--- src/sv/wf3x3_pkg.sv ---
// ----------------------------------------------------------------------------
// wf3x3_pkg
// Shared constants, codes and types of the 3x3 window filter.
// ----------------------------------------------------------------------------
package wf3x3_pkg;

  localparam int unsigned MaxWidth  = 2048;
  localparam int unsigned MaxHeight = 2048;

  localparam int unsigned ColW     = $clog2(MaxWidth);
  localparam int unsigned RowW     = $clog2(MaxHeight);
  localparam int unsigned SizeW    = 12;
  localparam int unsigned PixW     = 8;
  localparam int unsigned PosW     = 11;
  localparam int unsigned ModeW    = 3;
  localparam int unsigned CfgIdxW  = 2;
  localparam int unsigned CfgDataW = 12;
  localparam int unsigned WinCells = 9;

  localparam logic [PixW-1:0]  EdgeThreshRst = PixW'(50);
  localparam logic [SizeW-1:0] WidthRst      = SizeW'(640);
  localparam logic [SizeW-1:0] HeightRst     = SizeW'(480);

  localparam int unsigned SumW      = 12;
  localparam int unsigned RecipW    = 13;
  localparam int unsigned ProdW     = SumW + RecipW;
  localparam int unsigned MeanShift = 16;
  localparam logic [RecipW-1:0] MeanRecip = RecipW'(7282);

  localparam int unsigned OutDepth = 8;
  localparam int unsigned OutPtrW  = $clog2(OutDepth);
  localparam int unsigned OutCntW  = $clog2(OutDepth + 1);

  typedef enum logic [CfgIdxW-1:0] {
    RegMode   = 2'd0,
    RegThresh = 2'd1,
    RegWidth  = 2'd2,
    RegHeight = 2'd3
  } cfg_reg_e;

  typedef enum logic [ModeW-1:0] {
    ModeMax    = 3'd0,
    ModeMin    = 3'd1,
    ModeEdge   = 3'd2,
    ModeMean   = 3'd3,
    ModeMedian = 3'd4
  } filter_mode_e;

  typedef logic [WinCells-1:0][PixW-1:0] window_t;

  typedef struct packed {
    logic            valid;
    logic [PosW-1:0] row;
    logic [PosW-1:0] col;
    logic            done;
  } meta_t;

  typedef struct packed {
    logic [PosW-1:0] row;
    logic [PosW-1:0] col;
    logic [PixW-1:0] value;
    logic            done;
  } result_t;

endpackage

--- src/sv/wf3x3_kernel.sv ---
// ----------------------------------------------------------------------------
// wf3x3_kernel
// Pipelined evaluation of the nine-cell window: row sorts, max, min, mean
// and median, then the edge test and the selection by filter mode.
// ----------------------------------------------------------------------------
module wf3x3_kernel import wf3x3_pkg::*; (
  input  logic             clk_i,
  input  logic             rst_ni,
  input  window_t          win_i,
  input  meta_t            meta_i,
  input  logic [ModeW-1:0] mode_i,
  input  logic [PixW-1:0]  thresh_i,
  output logic [PixW-1:0]  value_o,
  output meta_t            meta_o
);

  function automatic logic [2:0][PixW-1:0] sort3(input logic [PixW-1:0] a,
                                                 input logic [PixW-1:0] b,
                                                 input logic [PixW-1:0] c);
    logic [PixW-1:0] x0, x1, x2, t;
    x0 = a;
    x1 = b;
    x2 = c;
    if (x0 > x1) begin
      t = x0; x0 = x1; x1 = t;
    end
    if (x1 > x2) begin
      t = x1; x1 = x2; x2 = t;
    end
    if (x0 > x1) begin
      t = x0; x0 = x1; x1 = t;
    end
    return {x2, x1, x0};
  endfunction

  logic [2:0][PixW-1:0] lo_d, md_d, hi_d, lo_q, md_q, hi_q;
  logic [SumW-1:0]      sum_d, sum_q;
  meta_t                meta_a_q;

  logic [2:0][PixW-1:0] s_lo, s_md, s_hi, s_mx, s_mn;
  logic [PixW-1:0]      maxlo_q, medmid_q, minhi_q, mx_q, mn_q;
  logic [ProdW-1:0]     prod_q;
  meta_t                meta_b_q;

  logic [2:0][PixW-1:0] s_med;
  logic [PixW-1:0]      range;

  always_comb begin
    logic [2:0][PixW-1:0] s;
    for (int k = 0; k < 3; k++) begin
      s = sort3(win_i[3*k], win_i[3*k+1], win_i[3*k+2]);
      lo_d[k] = s[0];
      md_d[k] = s[1];
      hi_d[k] = s[2];
    end
    sum_d = ((SumW'(win_i[0]) + SumW'(win_i[1])) + (SumW'(win_i[2]) + SumW'(win_i[3])))
          + ((SumW'(win_i[4]) + SumW'(win_i[5])) + (SumW'(win_i[6]) + SumW'(win_i[7])))
          + SumW'(win_i[8]);
  end

  always_ff @(posedge clk_i or negedge rst_ni) begin
    if (!rst_ni) begin
      meta_a_q <= '0;
    end else begin
      meta_a_q <= meta_i;
    end
  end

  always_ff @(posedge clk_i) begin
    lo_q  <= lo_d;
    md_q  <= md_d;
    hi_q  <= hi_d;
    sum_q <= sum_d;
  end

  always_comb begin
    s_lo = sort3(lo_q[0], lo_q[1], lo_q[2]);
    s_md = sort3(md_q[0], md_q[1], md_q[2]);
    s_hi = sort3(hi_q[0], hi_q[1], hi_q[2]);
    s_mx = s_hi;
    s_mn = s_lo;
  end

  always_ff @(posedge clk_i or negedge rst_ni) begin
    if (!rst_ni) begin
      meta_b_q <= '0;
    end else begin
      meta_b_q <= meta_a_q;
    end
  end

  always_ff @(posedge clk_i) begin
    maxlo_q  <= s_lo[2];
    medmid_q <= s_md[1];
    minhi_q  <= s_hi[0];
    mx_q     <= s_mx[2];
    mn_q     <= s_mn[0];
    prod_q   <= ProdW'(sum_q) * ProdW'(MeanRecip);
  end

  always_comb begin
    s_med = sort3(maxlo_q, medmid_q, minhi_q);
    range = mx_q - mn_q;
    unique case (mode_i)
      ModeMax:    value_o = mx_q;
      ModeMin:    value_o = mn_q;
      ModeEdge:   value_o = (range > thresh_i) ? '1 : '0;
      ModeMean:   value_o = prod_q[MeanShift +: PixW];
      ModeMedian: value_o = s_med[1];
      default:    value_o = '0;
    endcase
  end

  assign meta_o = meta_b_q;

endmodule
--- config.mk ---
export PLATFORM = sky130hd
export DESIGN_NAME = wf3x3_kernel
export DESIGN_NICKNAME = d
export VERILOG_FILES = /design/src/sv/wf3x3_pkg.sv /design/src/sv/wf3x3_kernel.sv
export SDC_FILE = /design/constraint.sdc
export NUM_CORES = 1
export LEC_CHECK = 0
export ABC_AREA = 1
export BUFFER_PORTS_ARGS = -buffer_cell sky130_fd_sc_hd__buf_2
export CAP_MARGIN = 30
export CORE_ASPECT_RATIO = 0.75
export CORE_UTILIZATION = 60
export DETAILED_ROUTE_END_ITERATION = 10
export MAX_ROUTING_LAYER = met4
export PLACE_DENSITY = 0.8
export RECOVER_POWER = 100
export SYNTH_ARGS = -nofsm -noshare
export SYNTH_HDL_FRONTEND = slang
export SYNTH_SLANG_ARGS = --single-unit
--- constraint.sdc ---
create_clock -name clk_i -period 4.55 [get_ports clk_i]
set_clock_uncertainty 0.1 [all_clocks]
set_input_delay 0.2275 -clock clk_i [delete_from_list [all_inputs] [get_ports clk_i]]
set_output_delay 0.2275 -clock clk_i [all_outputs]
set_load 0.01 [all_outputs]
# Yosys cells after proc, flatten, opt, wreduce, memory -nomap -nowiden
# Cells that the tools add are included.
# Widths: inputs -> output; s select.
word_totals:
  input_bits: 109
  memories: 0
  out_inout_bits: 32
  latch_bits: 0
  rom_bits: 0
  reg_bits: 195
  mem_bits_rw: 0
  word_cells: 99
classes:
  add_sub_neg: 9
  n_lt_le_gt_ge: 22
  n_shift: 0
  n_mux: 38
  multipliers: 1
  bitwise_logic: 0
  div_mod_pow: 0
  n_eq_ne: 4
  reduce_logical: 1
op_table:
  columns: ["operator", "count"]
  rows:
  - ["$mux 8", 37]
  - ["$gt 8x8->1", 22]
  - ["$pmux 8 s5", 1]
  - ["$add 8x8->9", 4]
  - ["$mul 12x12->23 const B", 1]
  - ["$add 9x9->10", 2]
  - ["$add 11x8->12", 1]
  - ["$add 10x10->11", 1]
  - ["$sub 8x8->8", 1]
  - ["$eq 3x2->1 const B", 2]
  - ["$eq 3x1->1 const B", 1]
  - ["$eq 3x3->1 const B", 1]
  - ["$logic_not 3->1", 1]

# Longest topological paths before layout
# Gate-level depths: netlist of run 1.
logic_depth:
  ltp_word: 7
  depth_mapped: 37
  depth_no_buf: 36

# Worst setup path after synthesis of run 1
# Ideal clock, no wire load.
synth_path:
  kind: "register to output"
  startpoint: "register medmid_q[7]"
  endpoint: "output port value_o[0]"
  path_slack_ns: 0.442
  arrival_time_ns: 3.781
  stages_incl_launch_ff: 32
  required_ns: 4.223
  n_path_buf: 1
  path_cell_list: "dfxtp_1 inv_1 ha_1 a21o_1 nor2_1 nand2_4 nand2_4 buf_6 nand2_1 and2_1 ha_1 inv_1 nor2_1 o21ai_0 nand2_1 nand2_1 nand2_1 nand2_1 inv_1 nand2_1 and2_1 ha_1 nand2_1 inv_1 nand2_1 nand2_1 nand2_1 a21oi_2 inv_1 nand3_1 nand2_1 nand2_1"
synth_via:
  elab_chain_len: 7
  elab_cells_between_ends: 8
  cone_classes: "order compare: 3; mux: 5"
synth_lines:
  columns: ["item", "line", "source"]
  rows:
  - ["from (decl)", "wf3x3_kernel.sv:41", "logic [PixW-1:0] maxlo_q, medmid_q, minhi_q, mx_q, mn_q;"]
  - ["from (signal assigned)", "wf3x3_kernel.sv:94", "medmid_q <= s_md[1];"]
  - ["$gt 8x8->1", "wf3x3_kernel.sv:24", "if (x0 > x1) begin"]
  - ["$mux 8", "wf3x3_kernel.sv:24", null]
  - ["$gt 8x8->1", "wf3x3_kernel.sv:27", "if (x1 > x2) begin"]
  - ["$mux 8", "wf3x3_kernel.sv:27", null]
  - ["$gt 8x8->1", "wf3x3_kernel.sv:30", "if (x0 > x1) begin"]
  - ["$mux 8 *", "wf3x3_kernel.sv:30", null]
  - ["$pmux 8 s5 *", "wf3x3_kernel.sv:104", "unique case (mode_i)"]
  - ["to (decl)", "wf3x3_kernel.sv:13", "output logic [PixW-1:0] value_o,"]
# Mark *: on every way between the ends. The rest lies on a longest branch, timed or not.

# Worst setup path in the final report of run 1
layout_path:
  startpoint: "register medmid_q[7]"
  endpoint: "output port value_o[4]"
# Same word-level chain as after synthesis.

==> flow_summary.ini, run 1 <==
[grt]
grt_overflow = 0
grt_max_degree = 49
grt_usage_pct = 38.7
grt_pass1_vias = 15454
antenna_found_initial = 4
grt_pass1_wl_mm = 81.9

[synthesis]
yosysWarnings = 0
synthDistinctLibCells = 39
syn_avg_cell_area_um2 = 7.56
syn_nets = 2636
synth_seq_cells = 180
synth-async-reset-ratio_pct = 26.7
ys.flop_type = dfxtp_1
ys_seq_area_share_pct = 23.3
synth_edf_count = 0
synth_area_um2 = 16500
netlist_instances = 2181

[detailed_routing]
vias_per_cell = 5.71
drtPass1Iterations = 11
routed_wl_mm = 53.0
antenna_left = 0
drc_errors = 6
drtIter0Drc = 1549
routedWlPerCell_um = 18.8
vias = 16053

[worst_setup_path]
cp.required_ns = 4.22
cp_slowest_cell = dfxtp_2
arrival_ns = 4.61
cp_num_buf_inv = 6
r2r-start = lo_q[15]$_DFF_P_
crit_type = reg2out
cp-start-kind = flop
cp-end-kind = output port
rr_worst_depth = 28
regToRegSetupSlack_ns = -0.15
cpMostUsedCell = nand2_1
rr_endpoint = mn_q[0]$_DFF_P_
cp_top_family = simple AND/OR/NAND/NOR gates
worstPathMaxFanout = 8
cp_slowest_stage_delay_ns = 0.36

[clocking]
clock-sinks = 180
cts_tree = done
clk_root_buffer_cell = clkbuf_16
cts_max_level = 4
clk_latency_ns = 0.44
cts_made_buffers = 17
clockBufferDepth = 2
path_clk_slew_ns = 0.07

[timing]
layout_setup_ws_ns = -0.386
finalHoldViolCount = 0
relSlewSlack_pct = -35.0
finalSetupViolations = 17
worst_slew_pin_slew_ns = 2.03
slew_viol_final = 41
clock.fmax_mhz = 203
fin_crit_sh_pct = 108
min_period_ns = 4.94
rsz0062_at_grt = yes

[placed_design]
dp_slack_ns = -0.106
gp_congestion = 1.05
port_buffers = 140
hpwl_mm = 41.5

[outcome]
violations = DRC, capacitance limit, slew limit, setup timing
status = finished with violations

[worst_hold_path]
whs_path_depth = 4
hold_path_class = in2reg
holdPathEnd = lo_q[0]$_DFF_P_
worstHoldStart = win_i[8]

[run]
drv_cap = 1

[floorplanning]
die_height_um = 146
die-width_um = 193
dieArea_um2 = 28200
ioPinCount = 141
core_area_um2 = 27000
num_rows = 52
start_util_pct = 61.1

[layout]
n_fill_cell = 2075
ff_latch_area_um2 = 3860
fin_nets = 2896
synthToLayoutAreaGrowth_pct = 19.7
drive_above_1_share_pct = 17.6
multi_input_area_um2 = 11900
## how the worst max path moves through the flow
stage / cells after the start / start / end
finish: 29 / medmid_q[7]$_DFF_P_ / value_o[4]
global route: 34 / medmid_q[7]$_DFF_P_ / value_o[1]
CTS: 29 / medmid_q[5]$_DFF_P_ / value_o[2]
detailed placement: 31 / medmid_q[7]$_DFF_P_ / value_o[2]
global placement: 31 / medmid_q[7]$_DFF_P_ / value_o[2]
floorplan: 31 / medmid_q[7]$_DFF_P_ / value_o[0]
## final cells by class
class	instances	area share [%]
multi-input combinational	1659	60.3
antenna	5	0.0634
clock inverter	15	0.736
clock buffer	17	2.16
tap	351	2.23
inverter	310	5.99
sequential	180	19.6
timing repair buffer	273	8.94
## cell usage after synthesis (10+ instances only)
| cell | n | area [um^2] |
|---|---|---|
| nand2_1 | 636 | 2390 |
| inv_1 | 309 | 1160 |
| ha_1 | 261 | 3270 |
| nand3_1 | 236 | 1180 |
| dfxtp_1 | 132 | 2640 |
| a21oi_1 | 113 | 566 |
| fa_1 | 85 | 1700 |
| o21ai_1 | 52 | 260 |
| nor2_1 | 50 | 188 |
| dfrtp_1 | 48 | 1200 |
| o21ai_0 | 37 | 185 |
| o21ai_2 | 28 | 245 |
| and2_1 | 27 | 169 |
| nand4_1 | 20 | 125 |
| o211ai_1 | 17 | 128 |
| xor2_1 | 14 | 123 |
| buf_2 | 13 | 65.1 |
| o21a_1 | 12 | 90.1 |
| nand2_4 | 10 | 113 |
## flip-flops by register name, summed over array words and instances, names as in the netlist
| name | count |
|---|---|
| sum_q | 12 |
| hi_q | 24 |
| mn_q | 8 |
| md_q | 24 |
| prod_q | 8 |
| medmid_q | 8 |
| minhi_q | 8 |
| mx_q | 8 |
| maxlo_q | 8 |
| meta_o | 24 |
| meta_a_q | 24 |
| lo_q | 24 |
## through the flow
step           hold WS, ns  util (%)  cells  cell area (um^2)  TNS, ns
2_1_floorplan       -0.168         -   2181             16500        0
3_3_place_gp         0.231      65.6   2675             17700        0
3_5_place_dp         0.235      65.6   2675             17700   -0.764
4_1_cts             0.0736      72.5   2791             19600   -0.480
5_1_grt              0.100      73.1   2809             19700   -21.35
6_report            0.0900      73.1   2810             19700    -3.47
## placed cells by master (no fill, tap or decap), drive strengths merged, types with 5 or more instances in the layout
| cell | n |
|---|---|
| a21oi | 116 |
| and2 | 27 |
| buf | 213 |
| clkbuf | 51 |
| dfrtp | 48 |
| dfxtp | 132 |
| diode | 5 |
| dlygate4sd3 | 26 |
| fa | 85 |
| ha | 261 |
| inv | 317 |
| nand2 | 656 |
| nand3 | 236 |
| nand4 | 27 |
| nor2 | 57 |
| nor3 | 6 |
| o211ai | 17 |
| o21a | 12 |
| o21ai | 117 |
| or2 | 8 |
| xnor2 | 9 |
| xor2 | 14 |
## cells by family after synthesis
group                    synth area share (%)
flip-flops                               23.3
adder cells (fa/ha/maj)                  30.1
buffers and inverters                    8.50
AND/OR/NAND/NOR                          27.3
XOR/XNOR                                 1.22
AO/OA/AOI/OAI                            9.58
## what timing repair did
| action | in CTS | in global routing |
|---|---|---|
| cloned | 3 | 1 |
| gates resized for setup | 137 | 41 |
| setup endpoints to repair | 8 | 37 |
| pin swaps | 55 | 29 |
| buffers inserted | 55 | 12 |
| hold buffers | 26 | 0 |
| hold endpoints to repair | 73 | 0 |
## worst reg2reg max path: cells and delay by family, from the launching register on
family          cells  cell delay (ns)
buf+inv             5             0.97
simple gates       17             1.91
flops               1             0.39
fa+ha+maj           3             0.87
compound gates      3             0.33
## metal layers
| layer | up-vias | part of all wire, % | GRT usage [%] |
|---|---|---|---|
| li1 | 7645 | - | - |
| met2 | 755 | 43 | 57.1 |
| met3 | 166 | 9.2 | 8.41 |
| met1 | 7487 | 45 | 52.6 |
| met4 | 0 | 3.6 | 13.2 |
| met5 | - | 0 | - |
Power of run 1 is not shown: default switching activity piles up to over one toggle a cycle in this logic, so the estimate is an artifact.
==> run 2, diff against run 1 <==
==> constraint.sdc (replaced) <==
create_clock -name clk_i -period 5.86 [get_ports clk_i]
set_clock_uncertainty 0.1 [all_clocks]
set_input_delay 0.293 -clock clk_i [delete_from_list [all_inputs] [get_ports clk_i]]
set_output_delay 0.293 -clock clk_i [all_outputs]
set_load 0.01 [all_outputs]
==> flow_summary.ini, run 2 (same netlist as run 1, synthesis figures left out) <==
[grt]
grt_overflow = 0
grt_pass1_vias = 14397
grt_max_degree = 49
grt_pass1_wl_mm = 75.0
grt_usage_pct = 35.2
antenna_found_initial = 1

[clocking]
cts_tree = done
clk_root_buffer_cell = clkbuf_16
cts_made_buffers = 17
cts_max_level = 4
path_clk_slew_ns = 0.07
clock-sinks = 180
clk_latency_ns = 0.45
post-cts-setup-buffer-count = 0
clockBufferDepth = 2

[worst_setup_path]
r2r-start = md_q[15]$_DFF_P_
rr_worst_depth = 26
cp-end-kind = output port
cp_slowest_stage_delay_ns = 0.36
cpMostUsedCell = nand2_1
crit_type = reg2out
worstPathMaxFanout = 17
rr_endpoint = medmid_q[5]$_DFF_P_
cp_slowest_cell = dfxtp_1
regToRegSetupSlack_ns = 0.48
cp.required_ns = 5.47
arrival_ns = 5.06
cp-start-kind = flop

[layout]
fin_nets = 2786
synthToLayoutAreaGrowth_pct = 10.4
drive_above_1_share_pct = 8.53
n_fill_cell = 2350
n_antenna_cell = 0
final_common_cell = nand2_1
final_cell_mix = nand2_1, inv_1, ha_1, nand3_1, dfxtp_1

[run]
drv_cap = 1

[detailed_routing]
vias = 15059
routed_wl_mm = 47.3
drtIter0Drc = 1235
antenna_left = 0
vias_per_cell = 5.59
routedWlPerCell_um = 17.5
drtPass1Iterations = 9
drc_errors = 3

[timing]
rsz0062_at_grt = no
timing.setup.tns_ns = 0
clock.fmax_mhz = 183
finalSetupViolations = 0
relSlewSlack_pct = -51.3
fin_crit_sh_pct = 93.1
finalHoldViolCount = 0
min_period_ns = 5.45
worst_slew_pin_slew_ns = 2.27
slew_viol_final = 43

[placed_design]
gp_congestion = 0.981
port_buffers = 140
hpwl_mm = 40.3

[floorplanning]
start_util_pct = 61.1
num_rows = 52
die_height_um = 146
dieArea_um2 = 28200
core_area_um2 = 27000
ioPinCount = 141
die-width_um = 193

[worst_hold_path]
holdPathEnd = hi_q[0]$_DFF_P_
worstHoldStart = win_i[16]
hold_path_class = in2reg
whs_path_depth = 3

[outcome]
violations = DRC, capacitance limit, slew limit
status = finished with violations
==> run 2: changes by cell type in the layout (fill, tap and decap cells not counted), sizes merged <==
| cell | before | now |
|---|---|---|
| buf | 213 | 107 |
| diode | 5 | 0 |
| clkinvlp | 4 | 0 |
| nand2 | 656 | 652 |
| clkinv | 3 | 6 |
| inv | 317 | 319 |
| bufinv | 1 | 0 |
| clkbuf | 51 | 52 |
| dlygate4sd3 | 26 | 25 |
==> run 2: worst max-delay path by stage <==
stage	startpoint	end	cells past startpoint
after global routing	win_i[39]	lo_q[9]$_DFF_P_	30
after CTS	medmid_q[7]$_DFF_P_	value_o[1]	27
final	medmid_q[7]$_DFF_P_	value_o[1]	31
after detailed placement	win_i[39]	lo_q[9]$_DFF_P_	28
after global placement	win_i[39]	lo_q[11]$_DFF_P_	28
after floorplan	medmid_q[7]$_DFF_P_	value_o[0]	31
==> run 2: repair_timing <==
item                       4_1_cts  5_1_grt
hold buffers                    25        0
resized for setup                0        2
setup endpoints to repair        0        8
hold endpoints to repair        72        0
==> run 2: layout make-up <==
class / count / area, um^2 / share of cell area, %
inverter: 310 / 1160 / 6.39
timing repair buffer: 167 / 921 / 5.06
sequential: 180 / 3840 / 21.1
clock inverter: 15 / 211 / 1.16
tap: 351 / 439 / 2.41
clock buffer: 17 / 425 / 2.34
multi-input combinational: 1655 / 11200 / 61.5
==> run 2: worst max-delay path: cells and delay by family (launching register included) <==
| kind | cells | cell delay, ns |
|---|---|---|
| buffers and inverters | 6 | 0.73 |
| flip-flops | 1 | 0.36 |
| AND/OR/NAND/NOR | 20 | 2.33 |
| adder cells (fa/ha/maj) | 3 | 0.87 |
| AO/OA/AOI/OAI | 2 | 0.33 |
==> run 2: metal layers <==
layer | part of all wire, % | wire [um] | track usage (%)
met5 | 0 | 0 | -
met4 | 3.6 | 1720 | 14.0
met3 | 7.9 | 3750 | 6.26
met2 | 41 | 19500 | 51.6
met1 | 47 | 22200 | 48.3
==> run 2: through the flow <==
stage	utilization, %	setup slack [ns]	cells	hold slack, ns	cell area [um^2]
after floorplan	-	1.69	2181	-0.103	16500
after global placement	64.4	0.726	2637	0.231	17400
after global routing	67.4	0.0344	2695	0.103	18200
after detailed placement	64.4	0.677	2637	0.235	17400
final	67.4	0.407	2695	0.0750	18200
after CTS	67.7	0.273	2694	0.0568	18300
Power of run 2 is left out for the same reason.
